## src/wsd_pkg.sv

```systemverilog
`timescale 1ns / 1ps
`default_nettype none

package wsd_pkg;

	localparam int LENGTH_BITS = 64;
	localparam int OUT_LEN_W   = 64;

	localparam logic [LENGTH_BITS-1:0] LEN_MAX = {LENGTH_BITS{1'b1}};

	typedef enum logic [1:0] {
		KIND_HEADER  = 2'd0,
		KIND_PAYLOAD = 2'd1,
		KIND_ERROR   = 2'd2
	} kind_t;

	localparam logic ERR_OPCODE   = 1'b0;
	localparam logic ERR_RESERVED = 1'b1;

	localparam logic [3:0] OP_CONT   = 4'd0;
	localparam logic [3:0] OP_TEXT   = 4'd1;
	localparam logic [3:0] OP_BINARY = 4'd2;
	localparam logic [3:0] OP_CLOSE  = 4'd8;
	localparam logic [3:0] OP_PING   = 4'd9;
	localparam logic [3:0] OP_PONG   = 4'd10;

	localparam logic [6:0] LEN_CODE_SHORT_MAX = 7'd125;
	localparam logic [6:0] LEN_CODE_16        = 7'd126;
	localparam logic [6:0] LEN_CODE_64        = 7'd127;

	localparam logic [2:0] EXT16_CNT = 3'd1;
	localparam logic [2:0] EXT64_CNT = 3'd7;
	localparam logic [2:0] KEY_CNT   = 3'd3;

	typedef struct packed {
		logic       valid;
		logic [7:0] data;
	} byte_stage_t;

	typedef struct packed {
		kind_t                kind;
		logic                 fin;
		logic [3:0]           opcode;
		logic                 masked;
		logic [OUT_LEN_W-1:0] length;
		logic [7:0]           pbyte;
		logic                 last;
		logic                 close;
		logic                 err;
	} res_t;

	function automatic logic opcode_ok(input logic [3:0] op);
		return (op == OP_CONT) || (op == OP_TEXT) || (op == OP_BINARY) ||
			(op == OP_CLOSE) || (op == OP_PING) || (op == OP_PONG);
	endfunction

endpackage

`default_nettype wire

```

## src/wsd_in_if.sv

```systemverilog
`timescale 1ns / 1ps
`default_nettype none

interface wsd_in_if;
	logic       valid;
	logic       ready;
	logic [7:0] data_byte;

	modport source (output valid, output data_byte, input ready);
	modport sink (input valid, input data_byte, output ready);
endinterface

`default_nettype wire

```

## src/wsd_out_if.sv

```systemverilog
`timescale 1ns / 1ps
`default_nettype none

interface wsd_out_if;
	logic                          valid;
	logic                          ready;
	logic [1:0]                    result_kind;
	logic                          fin_flag;
	logic [3:0]                    frame_opcode;
	logic                          masked_flag;
	logic [wsd_pkg::OUT_LEN_W-1:0] payload_length;
	logic [7:0]                    payload_byte;
	logic                          last_of_frame;
	logic                          close_frame;
	logic                          error_code;

	modport source (
		output valid, input ready,
		output result_kind, output fin_flag, output frame_opcode, output masked_flag,
		output payload_length, output payload_byte, output last_of_frame,
		output close_frame, output error_code
	);
	modport sink (
		input valid, output ready,
		input result_kind, input fin_flag, input frame_opcode, input masked_flag,
		input payload_length, input payload_byte, input last_of_frame,
		input close_frame, input error_code
	);
endinterface

`default_nettype wire

```

## src/wsd_in_stage.sv

```systemverilog
`timescale 1ns / 1ps
`default_nettype none

module wsd_in_stage (
	input  wire                  clk,
	input  wire                  arst_n,
	wsd_in_if.sink               bytes,
	input  wire                  advance,
	output wsd_pkg::byte_stage_t stage
);
	import wsd_pkg::*;

	logic       valid_s1;
	logic [7:0] data_s1;

	assign bytes.ready = !valid_s1 || advance;

	always_ff @(posedge clk or negedge arst_n) begin
		if (!arst_n) begin
			valid_s1 <= 1'b0;
		end else if (bytes.ready) begin
			valid_s1 <= bytes.valid;
		end
	end

	always_ff @(posedge clk) begin
		if (bytes.ready && bytes.valid) begin
			data_s1 <= bytes.data_byte;
		end
	end

	assign stage.valid = valid_s1;
	assign stage.data  = data_s1;

endmodule

`default_nettype wire

```

## src/wsd_parser.sv

```systemverilog
`timescale 1ns / 1ps
`default_nettype none

module wsd_parser (
	input  wire                  clk,
	input  wire                  arst_n,
	input  wire wsd_pkg::byte_stage_t stage,
	output logic                 advance,
	wsd_out_if.source            results
);
	import wsd_pkg::*;

	typedef enum logic [2:0] {
		PH_FIRST,
		PH_SECOND,
		PH_EXTLEN,
		PH_KEY,
		PH_PAYLOAD,
		PH_DEAD
	} phase_t;

	phase_t                 phase_q, phase_d;
	logic [2:0]             cnt_q, cnt_d;
	logic                   fin_q, fin_d;
	logic [3:0]             op_q, op_d;
	logic                   mask_q, mask_d;
	logic [LENGTH_BITS-1:0] len_q, len_d;
	logic [31:0]            key_q, key_d;
	logic [LENGTH_BITS-1:0] rem_q, rem_d;
	logic [1:0]             off_q, off_d;

	logic       out_valid_q;
	res_t       res_q, res_d;
	logic       produce;
	logic       fire;
	logic       hdr_done;
	logic       len_done;
	logic [7:0] b;
	logic [7:0] key_byte;
	kind_t      kind;
	logic [7:0] pbyte;
	logic       last;
	logic       err;

	assign advance = !out_valid_q || results.ready;
	assign fire    = stage.valid && advance;
	assign b       = stage.data;

	assign key_byte = 8'(key_q >> {~off_q, 3'b000});

	always_comb begin
		phase_d  = phase_q;
		cnt_d    = cnt_q;
		fin_d    = fin_q;
		op_d     = op_q;
		mask_d   = mask_q;
		len_d    = len_q;
		key_d    = key_q;
		rem_d    = rem_q;
		off_d    = off_q;
		produce  = 1'b0;
		hdr_done = 1'b0;
		len_done = 1'b0;
		kind     = KIND_HEADER;
		pbyte    = 8'd0;
		last     = 1'b0;
		err      = ERR_OPCODE;
		unique case (phase_q)
			PH_SECOND: begin
				mask_d = b[7];
				if (b[6:0] <= LEN_CODE_SHORT_MAX) begin
					len_d    = LENGTH_BITS'(b[6:0]);
					len_done = 1'b1;
				end else begin
					cnt_d   = (b[6:0] == LEN_CODE_16) ? EXT16_CNT : EXT64_CNT;
					phase_d = PH_EXTLEN;
				end
			end
			PH_EXTLEN: begin
				if (|len_q[LENGTH_BITS-1 -: 8]) begin
					len_d = LEN_MAX;
				end else begin
					len_d = {len_q[LENGTH_BITS-9:0], b};
				end
				if (cnt_q == 3'd0) begin
					len_done = 1'b1;
				end else begin
					cnt_d = cnt_q - 3'd1;
				end
			end
			PH_KEY: begin
				key_d = {key_q[23:0], b};
				if (cnt_q == 3'd0) begin
					hdr_done = 1'b1;
				end else begin
					cnt_d = cnt_q - 3'd1;
				end
			end
			PH_PAYLOAD: begin
				produce = 1'b1;
				kind    = KIND_PAYLOAD;
				pbyte   = b ^ key_byte;
				last    = (rem_q == LENGTH_BITS'(1));
				rem_d   = rem_q - LENGTH_BITS'(1);
				off_d   = off_q + 2'd1;
				if (last) begin
					phase_d = PH_FIRST;
				end
			end
			PH_DEAD: begin
			end
			default: begin
				fin_d  = b[7];
				op_d   = b[3:0];
				mask_d = 1'b0;
				len_d  = '0;
				key_d  = '0;
				cnt_d  = 3'd0;
				off_d  = 2'd0;
				if (!opcode_ok(b[3:0])) begin
					produce = 1'b1;
					kind    = KIND_ERROR;
					err     = ERR_OPCODE;
					phase_d = PH_DEAD;
				end else if (b[6:4] != 3'd0) begin
					produce = 1'b1;
					kind    = KIND_ERROR;
					err     = ERR_RESERVED;
					phase_d = PH_DEAD;
				end else begin
					phase_d = PH_SECOND;
				end
			end
		endcase
		if (len_done) begin
			if (mask_d) begin
				cnt_d   = KEY_CNT;
				phase_d = PH_KEY;
			end else begin
				hdr_done = 1'b1;
			end
		end
		if (hdr_done) begin
			produce = 1'b1;
			kind    = KIND_HEADER;
			last    = (len_d == '0);
			rem_d   = len_d;
			off_d   = 2'd0;
			phase_d = last ? PH_FIRST : PH_PAYLOAD;
		end
		res_d.kind   = kind;
		res_d.fin    = fin_d;
		res_d.opcode = op_d;
		res_d.masked = mask_d;
		res_d.length = OUT_LEN_W'(len_d);
		res_d.pbyte  = pbyte;
		res_d.last   = last;
		res_d.close  = (op_d == OP_CLOSE);
		res_d.err    = err;
	end

	always_ff @(posedge clk or negedge arst_n) begin
		if (!arst_n) begin
			phase_q     <= PH_FIRST;
			cnt_q       <= 3'd0;
			fin_q       <= 1'b0;
			op_q        <= 4'd0;
			mask_q      <= 1'b0;
			len_q       <= '0;
			key_q       <= '0;
			rem_q       <= '0;
			off_q       <= 2'd0;
			out_valid_q <= 1'b0;
		end else begin
			if (fire) begin
				phase_q <= phase_d;
				cnt_q   <= cnt_d;
				fin_q   <= fin_d;
				op_q    <= op_d;
				mask_q  <= mask_d;
				len_q   <= len_d;
				key_q   <= key_d;
				rem_q   <= rem_d;
				off_q   <= off_d;
			end
			if (advance) begin
				out_valid_q <= fire && produce;
			end
		end
	end

	always_ff @(posedge clk) begin
		if (fire && produce) begin
			res_q <= res_d;
		end
	end

	assign results.valid          = out_valid_q;
	assign results.result_kind    = res_q.kind;
	assign results.fin_flag       = res_q.fin;
	assign results.frame_opcode   = res_q.opcode;
	assign results.masked_flag    = res_q.masked;
	assign results.payload_length = res_q.length;
	assign results.payload_byte   = res_q.pbyte;
	assign results.last_of_frame  = res_q.last;
	assign results.close_frame    = res_q.close;
	assign results.error_code     = res_q.err;

`ifndef SYNTHESIS
	a_dead_silent: assert property (@(posedge clk) disable iff (!arst_n)
		phase_q == PH_DEAD |-> !produce)
		else $error("result produced after error");

	a_err_kills: assert property (@(posedge clk) disable iff (!arst_n)
		fire && produce && kind == KIND_ERROR |=> phase_q == PH_DEAD)
		else $error("error did not stop parsing");

	a_payload_rem: assert property (@(posedge clk) disable iff (!arst_n)
		phase_q == PH_PAYLOAD |-> rem_q != '0)
		else $error("payload phase with nothing left");

	a_last_restarts: assert property (@(posedge clk) disable iff (!arst_n)
		fire && produce && last |=> phase_q == PH_FIRST)
		else $error("last word did not return to frame start");

	a_result_held: assert property (@(posedge clk) disable iff (!arst_n)
		out_valid_q && !results.ready |=> out_valid_q && $stable(res_q))
		else $error("stalled result changed");
`endif

endmodule

`default_nettype wire

```

## src/websocket_frame_deframer_top.sv

```systemverilog
// Channel   Role    Payload
// bytes     sink    data_byte: raw frame stream, one byte per word
// results   source  result_kind, fin_flag, frame_opcode, masked_flag, payload_length,
//                   payload_byte, last_of_frame, close_frame, error_code
//
// One byte per cycle while results is not stalled. Input register, then parser state
// and result register; only the last header byte gives a word, a header word.
// arst_n clears parser state and both valid flags; after an error all bytes drop until reset.
// A stalled result holds the result register; the input register keeps accepting while
// the result register can drain in the same cycle.
`timescale 1ns / 1ps
`default_nettype none

module websocket_frame_deframer_top (
	input  wire       clk,
	input  wire       arst_n,
	wsd_in_if.sink    bytes,
	wsd_out_if.source results
);
	import wsd_pkg::*;

	byte_stage_t stage;
	logic        advance;

	wsd_in_stage u_in_stage (
		.clk     (clk),
		.arst_n  (arst_n),
		.bytes   (bytes),
		.advance (advance),
		.stage   (stage)
	);

	wsd_parser u_parser (
		.clk     (clk),
		.arst_n  (arst_n),
		.stage   (stage),
		.advance (advance),
		.results (results)
	);

endmodule

`default_nettype wire

```

## src/flat_wrapper.sv

```systemverilog
// flat-port wrapper written by rule: the top's interface ports become plain ports
module websocket_frame_deframer_top_flat import wsd_pkg::*;
  (clk, arst_n, bytes_valid, bytes_data_byte, bytes_ready, results_valid, results_ready, results_result_kind, results_fin_flag, results_frame_opcode, results_masked_flag, results_payload_length, results_payload_byte, results_last_of_frame, results_close_frame, results_error_code);
  wsd_in_if bytes_i ();
  wsd_out_if results_i ();
  input  wire clk;
  input  wire arst_n;
  input wire logic [$bits(bytes_i.valid)-1:0] bytes_valid;
  input wire logic [$bits(bytes_i.data_byte)-1:0] bytes_data_byte;
  output wire logic [$bits(bytes_i.ready)-1:0] bytes_ready;
  output wire logic [$bits(results_i.valid)-1:0] results_valid;
  input wire logic [$bits(results_i.ready)-1:0] results_ready;
  output wire logic [$bits(results_i.result_kind)-1:0] results_result_kind;
  output wire logic [$bits(results_i.fin_flag)-1:0] results_fin_flag;
  output wire logic [$bits(results_i.frame_opcode)-1:0] results_frame_opcode;
  output wire logic [$bits(results_i.masked_flag)-1:0] results_masked_flag;
  output wire logic [$bits(results_i.payload_length)-1:0] results_payload_length;
  output wire logic [$bits(results_i.payload_byte)-1:0] results_payload_byte;
  output wire logic [$bits(results_i.last_of_frame)-1:0] results_last_of_frame;
  output wire logic [$bits(results_i.close_frame)-1:0] results_close_frame;
  output wire logic [$bits(results_i.error_code)-1:0] results_error_code;
  assign bytes_i.valid = bytes_valid;
  assign bytes_i.data_byte = bytes_data_byte;
  assign bytes_ready = bytes_i.ready;
  assign results_valid = results_i.valid;
  assign results_i.ready = results_ready;
  assign results_result_kind = results_i.result_kind;
  assign results_fin_flag = results_i.fin_flag;
  assign results_frame_opcode = results_i.frame_opcode;
  assign results_masked_flag = results_i.masked_flag;
  assign results_payload_length = results_i.payload_length;
  assign results_payload_byte = results_i.payload_byte;
  assign results_last_of_frame = results_i.last_of_frame;
  assign results_close_frame = results_i.close_frame;
  assign results_error_code = results_i.error_code;
  websocket_frame_deframer_top u_core (.clk(clk), .arst_n(arst_n), .bytes(bytes_i), .results(results_i));
endmodule
```

## config.mk

```make
export PLATFORM = sky130hd
export DESIGN_NAME = websocket_frame_deframer_top_flat
export DESIGN_NICKNAME = d
export VERILOG_FILES = /design/src/wsd_pkg.sv /design/src/wsd_in_if.sv /design/src/wsd_out_if.sv /design/src/wsd_in_stage.sv /design/src/wsd_parser.sv /design/src/websocket_frame_deframer_top.sv /design/src/flat_wrapper.sv
export SDC_FILE = /design/constraint.sdc
export NUM_CORES = 1
export LEC_CHECK = 0
export ABC_AREA = 1
export BUFFER_PORTS_ARGS = -buffer_cell sky130_fd_sc_hd__buf_4
export CORE_MARGIN = 4
export CORE_UTILIZATION = 60
export DETAILED_ROUTE_END_ITERATION = 7
export PLACE_DENSITY = 0.89
export REMOVE_ABC_BUFFERS = 1
export SYNTH_ARGS = -nofsm -noshare
export SYNTH_HDL_FRONTEND = slang
export SYNTH_HIERARCHICAL = 1
export SYNTH_SLANG_ARGS = --single-unit
```

## constraint.sdc

```tcl
create_clock -name clk -period 9.7 [get_ports clk]
set_clock_uncertainty 0.05 [all_clocks]
set_input_delay 1.94 -clock clk [delete_from_list [all_inputs] [get_ports clk]]
set_output_delay 1.94 -clock clk [all_outputs]
set_load 0.01 [all_outputs]
```

==> results by group <==
Worst setup path
  – CP delay by family, top: buffers and inverters
  – Crit Path Class: input pin to flop
  – Max stage delay on crit path: 1.00 ns
  – Worst path arrival time: 5.65 ns
  – FF-to-FF path depth: 12
  – R2r startpoint: u_core/u_parser/phase_q[2]
  – Crit path cell chain: buf_4 > inv_1 > nand2_1 > nand2_2 > buf_4 > inv_2 > buf_4 > nand2_4 > inv_2 > o21ai_0 > o22ai_1
  – Worst reg2reg setup slack: 5.16 ns
  – WP buf/inv: 6
  – CP startpoint: results_ready
  – Required time worst endpoint: between 10 and 15 ns
  – Critical path endpoint category: flop
  – Critical path peak fanout: 66
  – CP dominant cell by count: buf_4
  – Startpoint types: input pin
  – R2R Path End: u_core/u_parser/rem_q[43]
  – Slowest-stage cell, CP: inv_2

Detailed routing
  – Routed len/inst: 18.1 um
  – DR top layer: met4
  – DRC viols: 0
  – Metal3 WL: 3980 um
  – Antenna Violating Nets Remaining: 0
  – Pre-Repair DR Iteration Count: 6
  – Met2 wire length: 18400 um
  – Initial DRC count: 1776
  – Wl on met1: approximately 16000 um
  – Routed WL: 39500 um
  – Via Count: 12883
  – Vias per cell: 5.89

Logic synthesis
  – Post-synthesis cell count: 1792
  – Synth cell count leaders: 538 x nand2_1, 222 x nor2_1, 199 x o21ai_0, 176 x dfrtp_1, 166 x inv_1
  – Yosys top cell area share: 31.6%
  – Netlist cell types: 41
  – Netlist Area Pre-Place: approximately 14000 sq um
  – Top-count cell post-synth: nand2_1
  – Avg Inst Size Synth: 7.78 sq um
  – Leading area contributor after synthesis: dfrtp_1
  – Post-synth EDFFs: 91
  – Synth top area cells: dfrtp_1 32%, edfxtp_1 20%, nand2_1 14%
  – Ys Warns: 6
  – Fraction of registers with async set/reset: 65.9%
  – Most used DFF post-synth: dfrtp_1
  – Post-synthesis register bit count: 267
  – Sequential area share after synthesis: about half

Clock network
  – CTS root buf: clkbuf_16
  – Worst skew pair latency: between 0.5 and 0.6 ns
  – CTS tree: built
  – Setup bufs post-CTS: 0
  – CTS Buffer Depth: 3
  – CTS Sinks: 267
  – Max H-tree Level: 1
  – Clk pin slew, worst setup/hold paths: 0.06 ns
  – Post-CTS sizing: 0
  – TritonCTS buffer count: 28
  – Post-cts hold buffer count: 0

Global route
  – Overflow left after global routing: 0
  – Total GRT Usage: 30.3%
  – First-pass GRT wire length: 63700 um
  – Vias in the first global route: roughly 12000
  – Antenna violations before repair: 0
  – Largest net degree at the start of global routing: 96

Place
  – Port bufs: 96
  – Final Wtd Congestion: 1.03
  – Dpl hpwl: 26800 um
  – Area of placed instances: 14800 sq um
  – Pre-CTS setup slack: 4.02 ns
  – Placed cells: between 2000 and 2500

Floorplan
  – Cell Rows: 55
  – Die Span Y: 160 um
  – Die width: 160 um
  – Total I/O pin count: 97
  – Die area: about 26000 sq um
  – Core outline area: around 23000 sq um
  – Initial Util: 61.2%

Flow run
  – Max-cap violations: 0

Cells and area
  – # fillers: 1759
  – Design area: 15800 sq um
  – Share of layout cells above drive strength 1: between 10% and 20%
  – Nets: 1869
  – Fin cells: 2188
  – Sequential cell area: slightly above 7000 sq um
  – Ant diodes: 0
  – Multi-input gate area: 5840 sq um
  – Syn-to-layout area delta: 13.5%

Worst hold path
  – Hold path cells: 2
  – Hold Crit Class: flop to flop
  – Hold_sp: u_core/u_parser/op_q[3]
  – Min-Delay Endpoint: u_core/u_parser/op_q[3]

Power
  – P per Cell Area: between 300 and 400 nW/um^2
  – Lkg Pwr: 7.45 nW
  – Peak VDD IR: between 0.0002 and 0.00025 V

STA
  – Setup TNS: 0 ns
  – Unrepaired setup endpoints after global routing: no
  – Endpoints failing hold: 0
  – Max-slew violations: 0
  – Setup ws final: ~4.4 ns
  – Hold WS: 0.441 ns
  – Part of the cycle the worst path needs: 54.2%
  – Worst Tran Pin Value: 1.13 ns
  – Post-route minimum period: 5.26 ns
  – Highest clock rate: 190 MHz
  – Max-slew headroom: 24.2%
  – Count of final setup violators: 0

Run status
  – Outcome: completed
==> tightest hold or removal path, stage by stage, from the launching register on <==
cell and delay [ns]:
dfrtp_1 0.35, nand2_1 0.05, o21ai_0 0.06
==> registers in the layout, indices dropped and copies added (netlist names), 2 cells and up <==
register	cells
u_core/u_parser/key_q	32
u_core/u_parser/results.result_kind	2
u_core/u_parser/len_q	64
u_core/u_parser/cnt_q	3
u_core/u_parser/results.payload_length	64
u_core/u_parser/op_q	4
u_core/u_in_stage/data_s1	8
u_core/u_parser/off_q	2
u_core/u_parser/rem_q	64
u_core/u_parser/results.frame_opcode	4
u_core/u_parser/phase_q	3
u_core/u_parser/results.payload_byte	8
==> kinds of logic after synthesis <==
group,synth area share (%)
compound gates,12.6
simple gates,26.6
buf+inv,7.15
fa+ha+maj,0.359
xor+xnor,2.07
flops,51.2
==> layout make-up <==
| type | count | area share (%) |
|---|---|---|
| Sequential cell | 267 | 45.1 |
| Multi-Input combinational cell | 1275 | 36.9 |
| Timing Repair Buffer | 106 | 5.05 |
| Clock buffer | 34 | 4.83 |
| Inverter | 175 | 4.16 |
| Tap cell | 313 | 2.48 |
| Clock inverter | 18 | 1.48 |
==> cell usage in the layout, fill, tap and decap left out, types with 29 or more instances in the layout <==
cell type,instances
dfrtp_1,176
a21oi_1,54
nand3_1,93
o21ai_0,199
buf_4,105
clkbuf_16,29
nor2_1,220
xor2_1,30
nand2_1,536
edfxtp_1,91
inv_1,165
==> through the flow <==
stage	utilization [%]	power (mW)
floorplan	-	2.97
global placement	65.1	3.63
detailed placement	65.1	3.69
CTS	69.5	4.86
global route	69.5	5.19
finish	69.5	4.88
==> where the power goes <==
group          internal [mW]  leakage, nW  switching, mW
clock                  0.697        0.477          0.458
combinational          0.621         3.76           1.33
sequential              1.55         3.21          0.233
==> how the worst max path moves through the flow <==
stage	endpoint	slack (ns)	depth (start not counted)
finish	u_core/u_parser/rem_q[43]	4.44	11
global route	u_core/u_parser/rem_q[18]	4.09	11
CTS	u_core/u_parser/rem_q[43]	4.57	11
detailed placement	u_core/u_parser/rem_q[18]	4.02	11
global placement	u_core/u_parser/rem_q[21]	4.17	11
floorplan	u_core/u_parser/results.close_frame	3.07	11
==> metal layers <==
layer  vias up  GRT usage [%]
met4         0           9.97
met5         -              0
li1       5964              -
met2       736           48.4
met1      6071           42.7
met3       112           5.13
No activity file was read; power rests on OpenSTA's default activity.
